===== config.mk =====
export PLATFORM = sky130hd
export DESIGN_NAME = text_console_cursor_writer
export DESIGN_NICKNAME = d
export VERILOG_FILES = /design/src/rtl/tcc_pkg.sv /design/src/rtl/tcc_step.sv /design/src/rtl/text_console_cursor_writer.sv
export SDC_FILE = /design/constraint.sdc
export NUM_CORES = 1
export LEC_CHECK = 0
export ABC_AREA = 0
export BUFFER_PORTS_ARGS = -buffer_cell sky130_fd_sc_hd__buf_2
export CORE_MARGIN = 8
export CORE_UTILIZATION = 50
export CTS_CLUSTER_DIAMETER = 100
export DETAILED_ROUTE_END_ITERATION = 10
export PLACE_DENSITY = 0.73
export SKIP_LAST_GASP = 1
export SLEW_MARGIN = 20
export SYNTH_ARGS = -nofsm -noshare
export SYNTH_HDL_FRONTEND = slang
export SYNTH_SLANG_ARGS = --single-unit
export TNS_END_PERCENT = 10

===== constraint.sdc =====
create_clock -name clk -period 7.45 [get_ports clk]
set_clock_uncertainty 0.15 [all_clocks]
set_input_delay 0.745 -clock clk [delete_from_list [all_inputs] [get_ports clk]]
set_output_delay 0.745 -clock clk [all_outputs]
set_load 0.02 [all_outputs]

===== src/rtl/tcc_pkg.sv =====
// ----------------------------------------------------------------------------
// Text console cursor writer package
// Shared constants, codes and the result record of the console cursor engine.
// ----------------------------------------------------------------------------
package tcc_pkg;

	// Default screen geometry.
	localparam int COLUMNS_DEF = 80;
	localparam int ROWS_DEF    = 25;

	// Fixed widths of the result fields.
	localparam int OP_W       = 2;
	localparam int ROW_OUT_W  = 5;
	localparam int COL_OUT_W  = 7;
	localparam int CELL_W     = 16;
	localparam int BYTE_W     = 8;

	// Tab stops fall on multiples of this.
	localparam int TAB_STEP = 8;

	// Character codes with special meaning.
	localparam logic [BYTE_W-1:0] CH_TAB     = 8'h09;
	localparam logic [BYTE_W-1:0] CH_NEWLINE = 8'h0A;
	localparam logic [BYTE_W-1:0] CH_SPACE   = 8'h20;
	localparam logic [BYTE_W-1:0] CH_LAST    = 8'h7F;

	// Item kinds carried on the input tuser.
	localparam logic CMD_PUT = 1'b0;
	localparam logic CMD_SET = 1'b1;

	// Write operation of a result.
	typedef enum logic [OP_W-1:0] {
		OP_NONE = 2'd0,
		OP_CELL = 2'd1,
		OP_FILL = 2'd2
	} op_t;

	typedef struct packed {
		op_t                  op;
		logic [ROW_OUT_W-1:0] row;
		logic [COL_OUT_W-1:0] col_first;
		logic [COL_OUT_W-1:0] col_last;
		logic [CELL_W-1:0]    cell_res;
		logic [COL_OUT_W-1:0] cursor_col;
		logic [ROW_OUT_W-1:0] cursor_row;
	} result_t;

endpackage


===== src/rtl/tcc_step.sv =====
// ----------------------------------------------------------------------------
// Text console cursor step
// Works out the write and the new cursor position for one registered item.
// ----------------------------------------------------------------------------
module tcc_step #(
	parameter int COLUMNS = tcc_pkg::COLUMNS_DEF,
	parameter int ROWS    = tcc_pkg::ROWS_DEF,
	parameter int COL_W   = $clog2(COLUMNS),
	parameter int ROW_W   = (ROWS > 1) ? $clog2(ROWS) : 1
) (
	input  logic                       cmd,
	input  logic [tcc_pkg::BYTE_W-1:0] char_code,
	input  logic [tcc_pkg::BYTE_W-1:0] attr,
	input  logic [tcc_pkg::BYTE_W-1:0] new_col,
	input  logic [tcc_pkg::BYTE_W-1:0] new_row,
	input  logic [COL_W-1:0]           col,
	input  logic [ROW_W-1:0]           row,
	output logic [COL_W-1:0]           col_next,
	output logic [ROW_W-1:0]           row_next,
	output tcc_pkg::result_t           res
);
	import tcc_pkg::*;

	localparam int CW1 = COL_W + 1;
	localparam int BW1 = BYTE_W + 1;

	logic [ROW_W-1:0] row_inc;
	logic [CW1-1:0]   col_inc;
	logic [CW1-1:0]   tab_col;
	logic             printable;

	always_comb begin
		row_inc   = (row == ROW_W'(ROWS - 1)) ? '0 : row + ROW_W'(1);
		col_inc   = {1'b0, col} + CW1'(1);
		tab_col   = ({1'b0, col} + CW1'(TAB_STEP)) & ~CW1'(TAB_STEP - 1);
		printable = (char_code >= CH_SPACE) && (char_code <= CH_LAST);

		col_next      = col;
		row_next      = row;
		res.op        = OP_NONE;
		res.row       = '0;
		res.col_first = '0;
		res.col_last  = '0;
		res.cell_res  = '0;

		if (cmd == CMD_SET) begin
			// Each coordinate is checked against the screen on its own.
			if ({1'b0, new_col} < BW1'(COLUMNS)) begin
				col_next = COL_W'(new_col);
			end
			if ({1'b0, new_row} < BW1'(ROWS)) begin
				row_next = ROW_W'(new_row);
			end
		end else if (char_code == CH_NEWLINE) begin
			res.op        = OP_FILL;
			res.row       = ROW_OUT_W'(row);
			res.col_first = COL_OUT_W'(col);
			res.col_last  = COL_OUT_W'(COLUMNS - 1);
			res.cell_res  = {attr, CH_SPACE};
			col_next      = '0;
			row_next      = row_inc;
		end else if (char_code == CH_TAB) begin
			if (tab_col >= CW1'(COLUMNS)) begin
				col_next = '0;
				row_next = row_inc;
			end else begin
				col_next = COL_W'(tab_col);
			end
		end else if (printable) begin
			res.op        = OP_CELL;
			res.row       = ROW_OUT_W'(row);
			res.col_first = COL_OUT_W'(col);
			res.col_last  = COL_OUT_W'(col);
			res.cell_res  = {attr, char_code};
			if (col_inc >= CW1'(COLUMNS)) begin
				col_next = '0;
				row_next = row_inc;
			end else begin
				col_next = COL_W'(col_inc);
			end
		end

		res.cursor_col = COL_OUT_W'(col_next);
		res.cursor_row = ROW_OUT_W'(row_next);
	end

endmodule


===== src/rtl/text_console_cursor_writer.sv =====
// ----------------------------------------------------------------------------
// Text console cursor writer
// Turns a stream of characters and cursor moves into cell writes and fills.
// ----------------------------------------------------------------------------
// An item is held in the input register, and its result in the result register, from which it is offered.
// Throughput: one item per cycle unless m_tready stalls the output; the cursor update
// is a single registered step between the input register and the result register.
// Reset: clears the cursor to column 0 of row 0 and empties both registers.
// The cursor is updated when an item moves from the input to the result stage.
module text_console_cursor_writer #(
	parameter int COLUMNS = tcc_pkg::COLUMNS_DEF,
	parameter int ROWS    = tcc_pkg::ROWS_DEF
) (
	input  logic        clk,
	input  logic        arst_n,
	input  logic        s_tvalid,
	output logic        s_tready,
	// char_code [7:0], attr [15:8], new_col [23:16], new_row [31:24]
	input  logic [31:0] s_tdata,
	// cmd [0]
	input  logic [0:0]  s_tuser,
	output logic        m_tvalid,
	input  logic        m_tready,
	// row [4:0], col_first [11:5], col_last [18:12], cell_res [34:19],
	// cursor_col [41:35], cursor_row [46:42], zero [47]
	output logic [47:0] m_tdata,
	// op [1:0]
	output logic [1:0]  m_tuser
);
	import tcc_pkg::*;

	localparam int COL_W = $clog2(COLUMNS);
	localparam int ROW_W = (ROWS > 1) ? $clog2(ROWS) : 1;

	logic              valid_s1;
	logic              cmd_s1;
	logic [BYTE_W-1:0] char_s1;
	logic [BYTE_W-1:0] attr_s1;
	logic [BYTE_W-1:0] ncol_s1;
	logic [BYTE_W-1:0] nrow_s1;

	logic              valid_s2;
	result_t           res_s2;

	logic [COL_W-1:0]  col_q;
	logic [ROW_W-1:0]  row_q;
	logic [COL_W-1:0]  col_next;
	logic [ROW_W-1:0]  row_next;
	result_t           res;

	logic              adv_s1;
	logic              take;

	assign adv_s1   = valid_s1 && (!valid_s2 || m_tready);
	assign s_tready = !valid_s1 || adv_s1;
	assign take     = s_tvalid && s_tready;

	always_ff @(posedge clk or negedge arst_n) begin
		if (!arst_n) begin
			valid_s1 <= 1'b0;
			valid_s2 <= 1'b0;
			col_q    <= '0;
			row_q    <= '0;
		end else begin
			if (s_tready) begin
				valid_s1 <= s_tvalid;
			end
			if (adv_s1) begin
				valid_s2 <= 1'b1;
				col_q    <= col_next;
				row_q    <= row_next;
			end else if (m_tready) begin
				valid_s2 <= 1'b0;
			end
		end
	end

	always_ff @(posedge clk) begin
		if (take) begin
			cmd_s1  <= s_tuser[0];
			char_s1 <= s_tdata[7:0];
			attr_s1 <= s_tdata[15:8];
			ncol_s1 <= s_tdata[23:16];
			nrow_s1 <= s_tdata[31:24];
		end
		if (adv_s1) begin
			res_s2 <= res;
		end
	end

	tcc_step #(
		.COLUMNS (COLUMNS),
		.ROWS    (ROWS),
		.COL_W   (COL_W),
		.ROW_W   (ROW_W)
	) u_step (
		.cmd       (cmd_s1),
		.char_code (char_s1),
		.attr      (attr_s1),
		.new_col   (ncol_s1),
		.new_row   (nrow_s1),
		.col       (col_q),
		.row       (row_q),
		.col_next  (col_next),
		.row_next  (row_next),
		.res       (res)
	);

	assign m_tvalid = valid_s2;
	assign m_tuser  = res_s2.op;
	assign m_tdata  = {1'b0, res_s2.cursor_row, res_s2.cursor_col, res_s2.cell_res,
		res_s2.col_last, res_s2.col_first, res_s2.row};

`ifndef SYNTH
	a_col_range: assert property (@(posedge clk) disable iff (!arst_n)
		{1'b0, col_q} < (COL_W + 1)'(COLUMNS))
		else $error("cursor column beyond the screen width");

	a_row_range: assert property (@(posedge clk) disable iff (!arst_n)
		{1'b0, row_q} < (ROW_W + 1)'(ROWS))
		else $error("cursor row beyond the screen height");

	a_none_quiet: assert property (@(posedge clk) disable iff (!arst_n)
		(valid_s2 && res_s2.op == OP_NONE) |->
		(res_s2.cell_res == '0 && res_s2.row == '0 && res_s2.col_first == '0))
		else $error("result without a write carries write fields");

	a_fill_end: assert property (@(posedge clk) disable iff (!arst_n)
		(valid_s2 && res_s2.op == OP_FILL) |->
		(res_s2.col_last == COL_OUT_W'(COLUMNS - 1) && res_s2.cursor_col == '0))
		else $error("newline fill does not end at the last column");

	a_cursor_held: assert property (@(posedge clk) disable iff (!arst_n)
		!adv_s1 |=> ($stable(col_q) && $stable(row_q)))
		else $error("cursor moved without an item advancing");
`endif

endmodule

**Word-level counts from Yosys, hierarchy flattened**

Cells that the tools add are included.
W data, S select, Z words.

- Register bits after elaboration: 96
- Input bits: 37
- Output and inout bits: 52
- Word-level logic and storage cells: 62

- Add/sub/neg operators: 3
- Magnitude comparators: 6
- Equality and inequality tests: 3
- Mux-type cells: 20
- Bitwise operators: 1
- Reductions and logical operators: 10

Operator list:

| cell | number |
|---|---|
| $mux W37 | 2 |
| $mux W7 | 7 |
| $mux W5 | 8 |
| $mux W36 | 1 |
| $eq A8 B4 Y1 const B | 2 |
| $ge A8 B7 Y1 const B | 2 |
| $add A7 B1 Y8 const B | 1 |
| $add A7 B4 Y8 const B | 1 |
| $ge A8 B6 Y1 const B | 1 |
| $le A8 B7 Y1 const B | 1 |
| $lt A8 B5 Y1 const B | 1 |
| $lt A8 B7 Y1 const B | 1 |
| $add A5 B1 Y5 const B | 1 |
| $eq A5 B5 Y1 const B | 1 |
| $reduce_or A4 Y1 | 1 |
| $logic_and A1 B1 Y1 | 3 |
| $reduce_or A3 Y1 | 1 |
| $logic_not A1 Y1 | 2 |
| $logic_or A1 B1 Y1 | 2 |
| $mux W1 | 2 |
| $reduce_bool A2 Y1 | 1 |
| $not A1 Y1 | 1 |

**Depth between registers and ports, before layout**

Gate-level depths: netlist of run 1.

- Depth in word-level cells: 7
- Gate-level depth with buffers: 9
- Gate-level depth less buffers: 8

**Cells and area by module**

A second synthesis of run 1 with hierarchy kept.

- Cells, all modules: 334
- Area, all modules: 4521.8 µm²

By module, submodules not included:

| module | instances | cells each | area each (µm²) | seq. area each (µm²) |
|---|---|---|---|---|
| text_console_cursor_writer | 1 | 118 | 3069.2 | 2812.7 |
| tcc_step | 1 | 216 | 1452.6 | 0.0 |

**Least setup slack after synthesis of run 1**

Ideal clock, no wire load.

- Kind: input-to-reg
- Start point: input m_tready
- End point: register col_q[2]
- Library setup time: 125 ps
- Arrival: 3111 ps
- Setup slack: 4064 ps
- Stages: 6
- Cell sequence: nand2b_1 nand2_1 inv_1 clkbuf_1 o21ai_0 a22o_1

- Word-level cells in the longest chain between the ends: 2

RTL lines:

| element | line | source |
|---|---|---|
| start, declared | text_console_cursor_writer.sv:23 | `input logic m_tready,` |
| $logic_or A1 B1 Y1 | text_console_cursor_writer.sv:54 | `assign adv_s1 = valid_s1 && (!valid_s2 \|\| m_tready);` |
| $logic_and A1 B1 Y1 | text_console_cursor_writer.sv:54 |  |
| named net adv_s1 | text_console_cursor_writer.sv:51 | `logic adv_s1;` |
| end signal, assigned | text_console_cursor_writer.sv:70 | `col_q <= col_next;` |
| end, declared | text_console_cursor_writer.sv:45 | `logic [COL_W-1:0] col_q;` |

The timed path passes the listed nets, and every way through them passes these cells.
A chain may end at the register's enable or synchronous reset.

==> run summary, run 1 <==
die width: 111 microns
die footprint: 0.0123 sq mm
drt pass-1 iters: 5
DRC viols: 0
relative slew slack: 0.603
Die H: 111 microns
Critical Path Stages: 8
Initial DRC Count: 196
# diodes: 0
TritonCTS clock tree: yes
fin crit period: 3.24 ns
CP top delay family: compound AO/OA/AOI/OAI gates
CTS root buf: clkbuf_8
ys flop type: edfxtp_1
Max Cap Violations: 0
cell mode on critical path: a21oi_1
Synth-to-Final Area Change: 15.7%
vias per cell: 5.69
core footprint: 0.00872 sq mm
post-CTS setup repair buffer count: 0
# IOs: 89
most common cell after layout, fill and taps aside: buf_2
Required @ worst endpoint: 7.47 ns
maximum vdd drop: 0.122 mV
launch point of the worst reg-to-reg path: col_q[4]
TNS Setup: 0 ns
gr busiest metal: met2
P_leak: 2.08 nW
Final Hold Fails: 0
Final setup viols: 0
largest fanout on the critical path: 15
largest net degree at the start of global routing: 42
Starting Density: 0.517
Worst Path Class, Setup: reg2reg
Yosys reg bits: 96
total track usage: 0.157
synthesized area: 0.00451 sq mm
Synth cell types: 62
Row Count: 34
Cells after Synth: 359
Design Area, Final: 0.00521 sq mm
area of the multi-input gates: 0.00154 sq mm
reg2reg setup slack: 4.21 ns
status: completed
first-pass GRT wire length: 15800 microns
final WL: 9760 microns
RSZ-0062 raised after global routing: no
final clock period utilization by the worst path: 0.435
r2r endpoint: m_tdata[45]
Slew @ Worst Pin: 0.596 ns
grt met1 use: 0.202
routed length per placed instance: 17.6 microns
cts repair resizes: 0
register area share after synthesis: 0.624
Seq. cell area: 0.00281 sq mm
placer congestion estimate: 0.925
crit-path cells: inv_1 -> ha_1 -> or3b_1 -> a21oi_1 -> nor4_1 -> a21oi_1 -> a21oi_1 -> a311oi_1
DP Area: 0.00500 sq mm
CP max stage delay: 0.67 ns
Clock Sinks: 96
routed vias: 3155
PortBufs: 87
nets@finish: 483
R2R depth: 8
CP max-delay cell: dfrtp_1
met2 Usage GRT: 0.252
Fin Hold WS: 0.133 ns
Hold/Removal Path Class: in2async
CTS Buf Count: 9
fin cells: 554
YS warnings: 0
Critical path buffers and inverters: 1
Worst-Skew Late Latency: 0.37 ns
met3 Use GR: 0.0319
vias in the first global route: 3142
Worst-path clk slew: 0.10 ns
CP startpoint kind: register
CP Data Arrival Time: 3.26 ns
dpl hpwl: 6830 microns
Power Density: 272 mW/mm^2
Async SR Flop Fraction: 0.146
largest buffer count on any clock path: 2
commonest cells after routing, fill and taps aside: buf_2 (87), edfxtp_1 (82), and2_1 (29), nor2_1 (19), nand2_1 (19)
number of synthesized flops with an enable pin: 82
Max Freq: 309 MHz
Routed Antenna Nets: 0
Fillers: 708
fin. max-slew vios: 0
syn_area_per_cell: 12.6 sq um
Overflow after GRT: 0
CTS H-tree lvls: 3
initial antenna violation count: 0
layout cells sized above 1: 0.280
placed insts: 538
hold buffer count at cts: 0
critical path capture point type: register
[cell type report]
class | instances | area share
clock buffer | 9 | 0.0238
clock inverter | 7 | 0.0166
inverter | 9 | 0.00648
multi-input combinational | 232 | 0.296
sequential | 96 | 0.539
tap | 108 | 0.0259
timing repair buffer | 93 | 0.0922
[power by group]
part           switching [mW]  leakage [nW]  total, mW  internal, mW
logic                   0.184         0.994      0.315         0.130
registers              0.0848         0.982      0.743         0.658
clock network           0.199         0.104      0.361         0.163
[stage by stage]
stage          utilization  setup WS [ns]  total power, mW
5_1_grt              0.598           3.98             1.49
2_1_floorplan            -           4.06            0.979
3_5_place_dp         0.574           4.29             1.07
6_report             0.598           4.21             1.42
3_3_place_gp         0.574           4.54             1.05
4_1_cts              0.598           4.27             1.42
[state kept, by name, summed over array words and instances, names as in the netlist]
| name | count |
|---|---|
| m_tdata | 47 |
| attr_s1 | 8 |
| char_s1 | 8 |
| ncol_s1 | 8 |
| nrow_s1 | 8 |
| col_q | 7 |
| row_q | 5 |
| m_tuser | 2 |
| cmd_s1 | 1 |
| m_tvalid | 1 |
| valid_s1 | 1 |
[cells by family after synthesis]
logic type / synth area share
xor gates and xnor gates: 0.00972
muxes: 0.0353
adders and majority gates: 0.0139
DFF: 0.624
other: 0.000832
and+or+nand+nor: 0.142
buffers and inverters: 0.0344
AOI/OAI and AO/OA: 0.139
[synthesized netlist by cell type, drive strengths merged, types with 3 or more instances]
cell	n	share of area
nor3	9	0.010
nand2	19	0.016
o22ai	4	0.0056
nand2b	9	0.012
nor2	19	0.016
inv	9	0.0075
a21oi	18	0.020
o31ai	7	0.014
o211ai	5	0.0083
clkbuf	12	0.010
mux2	7	0.017
ha	5	0.014
edfxtp	82	0.55
a211oi	5	0.0083
and3	4	0.0056
a31oi	6	0.0083
buf	11	0.017
dfrtp	14	0.078
nor4	3	0.0042
nand3	8	0.012
o21ai	18	0.020
and2	29	0.040
mux2i	8	0.018
o31a	3	0.0058
xnor2	3	0.0058
[layer usage]
layer	up-vias	routed length [microns]
met5	-	0
met4	0	150
met3	13	578
met2	121	4660
met1	1502	4370
li1	1519	-
[worst max-delay path by stage]
stage	startpoint	slack, ns	end
4_1_cts	col_q[4]	4.27	m_tdata[45]
3_3_place_gp	col_q[4]	4.54	m_tdata[45]
3_5_place_dp	col_q[4]	4.29	m_tdata[45]
2_1_floorplan	m_tready	4.06	col_q[2]
5_1_grt	col_q[4]	3.98	m_tdata[45]
6_report	col_q[4]	4.21	m_tdata[45]
Note: power is estimated with default switching activity, not from simulation.
==> inputs of run 2 (changes only) <==
--- a/config.mk
+++ b/config.mk
@@ -5,13 +5,13 @@
 export SDC_FILE = /design/constraint.sdc
 export NUM_CORES = 1
 export LEC_CHECK = 0
-export ABC_AREA = 0
+export ABC_AREA = 1
 export BUFFER_PORTS_ARGS = -buffer_cell sky130_fd_sc_hd__buf_2
 export CORE_MARGIN = 8
 export CORE_UTILIZATION = 50
 export CTS_CLUSTER_DIAMETER = 100
 export DETAILED_ROUTE_END_ITERATION = 10
-export PLACE_DENSITY = 0.73
+export PLACE_DENSITY = 0.76
 export SKIP_LAST_GASP = 1
 export SLEW_MARGIN = 20
 export SYNTH_ARGS = -nofsm -noshare
==> constraint.sdc (replaced) <==
create_clock -name clk -period 2.8 [get_ports clk]
set_clock_uncertainty 0.15 [all_clocks]
set_input_delay 0.28 -clock clk [delete_from_list [all_inputs] [get_ports clk]]
set_output_delay 0.28 -clock clk [all_outputs]
set_load 0.02 [all_outputs]
==> run summary, run 2 <==
routed vias: 3445
Max Cap Violations: 0
largest fanout on the critical path: 7
maximum vdd drop: 0.319 mV
commonest cells after routing, fill and taps aside: buf_2 (87), nand2_1 (84), edfxtp_1 (82), nor2_1 (39), inv_1 (38)
Required @ worst endpoint: 2.78 ns
first-pass GRT wire length: 17500 microns
dpl hpwl: 7240 microns
largest net degree at the start of global routing: 42
Overflow after GRT: 0
Final Hold Fails: 0
Clock Sinks: 96
synthesized area: 0.00446 sq mm
placer congestion estimate: 0.912
most frequent cell after synthesis: nand2_1
Worst Path Class, Setup: reg2reg
CP max-delay cell: dfrtp_1
fin cells: 658
Cells after Synth: 416
CTS root buf: clkbuf_8
Async SR Flop Fraction: 0.146
# IOs: 89
P_leak: 2.48 nW
critical path capture point type: register
CP Data Arrival Time: 2.25 ns
r2r endpoint: m_tdata[46]
Hold/Removal Path Class: in2reg
placed insts: 607
Final setup viols: 0
fin crit period: 2.27 ns
CTS Buf Count: 9
PortBufs: 87
post-synth top area share: 0.552
TNS Setup: 0 ns
Die H: 110 microns
Worst-path clk slew: 0.10 ns
Yosys reg bits: 96
YS warnings: 0
core footprint: 0.00868 sq mm
Synth-to-Final Area Change: 25.3%
CP startpoint kind: register
synth cell count leaders: nand2_1 (84), edfxtp_1 (82), nor2_1 (39)
die width: 110 microns
total track usage: 0.175
final WL: 10500 microns
Routed Antenna Nets: 0
number of synthesized flops with an enable pin: 82
# diodes: 0
status: completed
Max Freq: 441 MHz
nets@finish: 587
vias per cell: 5.24
crit-path cells: inv_1 -> ha_1 -> inv_1 -> nor2_1 -> nand2_2 -> nand3_4 -> a21oi_2 -> nor2_2 -> nand2_2 -> nand2_1 -> nand3_2 -> and2_1
most common cell after layout, fill and taps aside: buf_2
Row Count: 34
relative slew slack: 0.473
Power Density: 758 mW/mm^2
max reg flops: 47
drt pass-1 iters: 4
R2R depth: 12
Worst-Skew Late Latency: 0.38 ns
CTS H-tree lvls: 3
final clock period utilization by the worst path: 0.809
Synth cell types: 38
reg2reg setup slack: 0.53 ns
layout cells sized above 1: 0.285
DRC viols: 0
Initial DRC Count: 357
RSZ-0062 raised after global routing: no
Starting Density: 0.514
CP max stage delay: 0.44 ns
TritonCTS clock tree: yes
initial antenna violation count: 0
Critical Path End: m_tdata[46]
CP startpoint: col_q[4]
syn_area_per_cell: 10.7 sq um
vias in the first global route: 3466
die footprint: 0.0122 sq mm
largest buffer count on any clock path: 2
Yosys top cell by area: edfxtp_1
launch point of the worst reg-to-reg path: col_q[4]
register area share after synthesis: 0.631
fin. max-slew vios: 0
largest cells by area after synthesis: edfxtp_1 (55%), dfrtp_1 (7.9%), nand2_1 (7.1%)
Slew @ Worst Pin: 0.789 ns
routed length per placed instance: 16.0 microns
ys flop type: edfxtp_1
run 2: cell count changes after synthesis, moves of 9 or more:
cell,delta
nand2b_1,-9
nand3_1,+20
nor2_1,+20
nand2_2,+18
inv_1,+29
and2_1,-27
nand2_1,+65
run 2: cell type report:
| class | instances | area [sq um] |
|---|---|---|
| clock buffer | 10 | 128 |
| clock inverter | 6 | 57.6 |
| fill | 688 | 3090 |
| inverter | 45 | 174 |
| multi-input combinational | 266 | 1430 |
| sequential | 96 | 2810 |
| tap | 108 | 135 |
| timing repair buffer | 127 | 848 |
run 2: worst min path at each step:
stage	start	endpoint	slack, ns	depth (start not counted)
finish	m_tready	m_tvalid	0.02	4
floorplan	arst_n	col_q[0]	-0.17	0
global route	m_tready	m_tvalid	0.03	4
detailed placement	arst_n	row_q[4]	0.07	1
CTS	m_tready	m_tvalid	0.01	4
global placement	arst_n	row_q[3]	0.07	1
run 2: report_power, final:
part / switching [mW] / internal, mW / total (mW)
sequential: 0.174 / 1.84 / 2.02
combinational: 0.877 / 0.460 / 1.34
clock: 0.538 / 0.346 / 0.883
run 2: per-layer routing:
layer | global-route usage | up-vias | part of all wire
met4 | 0.0640 | 0 | 0.020
li1 | - | 1664 | -
met2 | 0.276 | 151 | 0.47
met5 | 0 | - | 0
met3 | 0.0509 | 17 | 0.081
met1 | 0.222 | 1613 | 0.43
run 2: timing repair:
action / in CTS / in global routing
hold buffers: 35 / 0
setup buffers: 0 / 0
hold endpoints to repair: 48 / 0
resized for setup: 0 / 0
run 2: through the flow:
| stage | total power, mW | instance area [sq um] | util | hold WS [ns] | setup WS (ns) |
|---|---|---|---|---|---|
| after floorplan | 2.95 | 4460 | - | -0.166 | 0.652 |
| after global placement | 3.28 | 5050 | 0.582 | 0.0690 | 0.670 |
| after detailed placement | 3.33 | 5050 | 0.582 | 0.0680 | 0.564 |
| after CTS | 4.24 | 5590 | 0.644 | 0.0145 | 0.539 |
| after global routing | 4.50 | 5590 | 0.644 | 0.0287 | 0.400 |
| final | 4.24 | 5590 | 0.644 | 0.0229 | 0.534 |
run 2: cells by family after synthesis:
group | Yosys count | synth area share
and+or+nand+nor | 206 | 0.233
DFF | 96 | 0.631
buffers and inverters | 55 | 0.0491
AOI/OAI and AO/OA | 53 | 0.0719
adders and majority gates | 5 | 0.0140
other | 1 | 0.000841
run 2: worst max-delay path: cells and delay by family, from the launching register on:
family / cells / cell delay, ns
buffers and inverters: 2 / 0.20
adder cells (fa/ha/maj): 1 / 0.33
AND/OR/NAND/NOR: 8 / 0.81
AO/OA/AOI/OAI: 1 / 0.08
flip-flops: 1 / 0.44
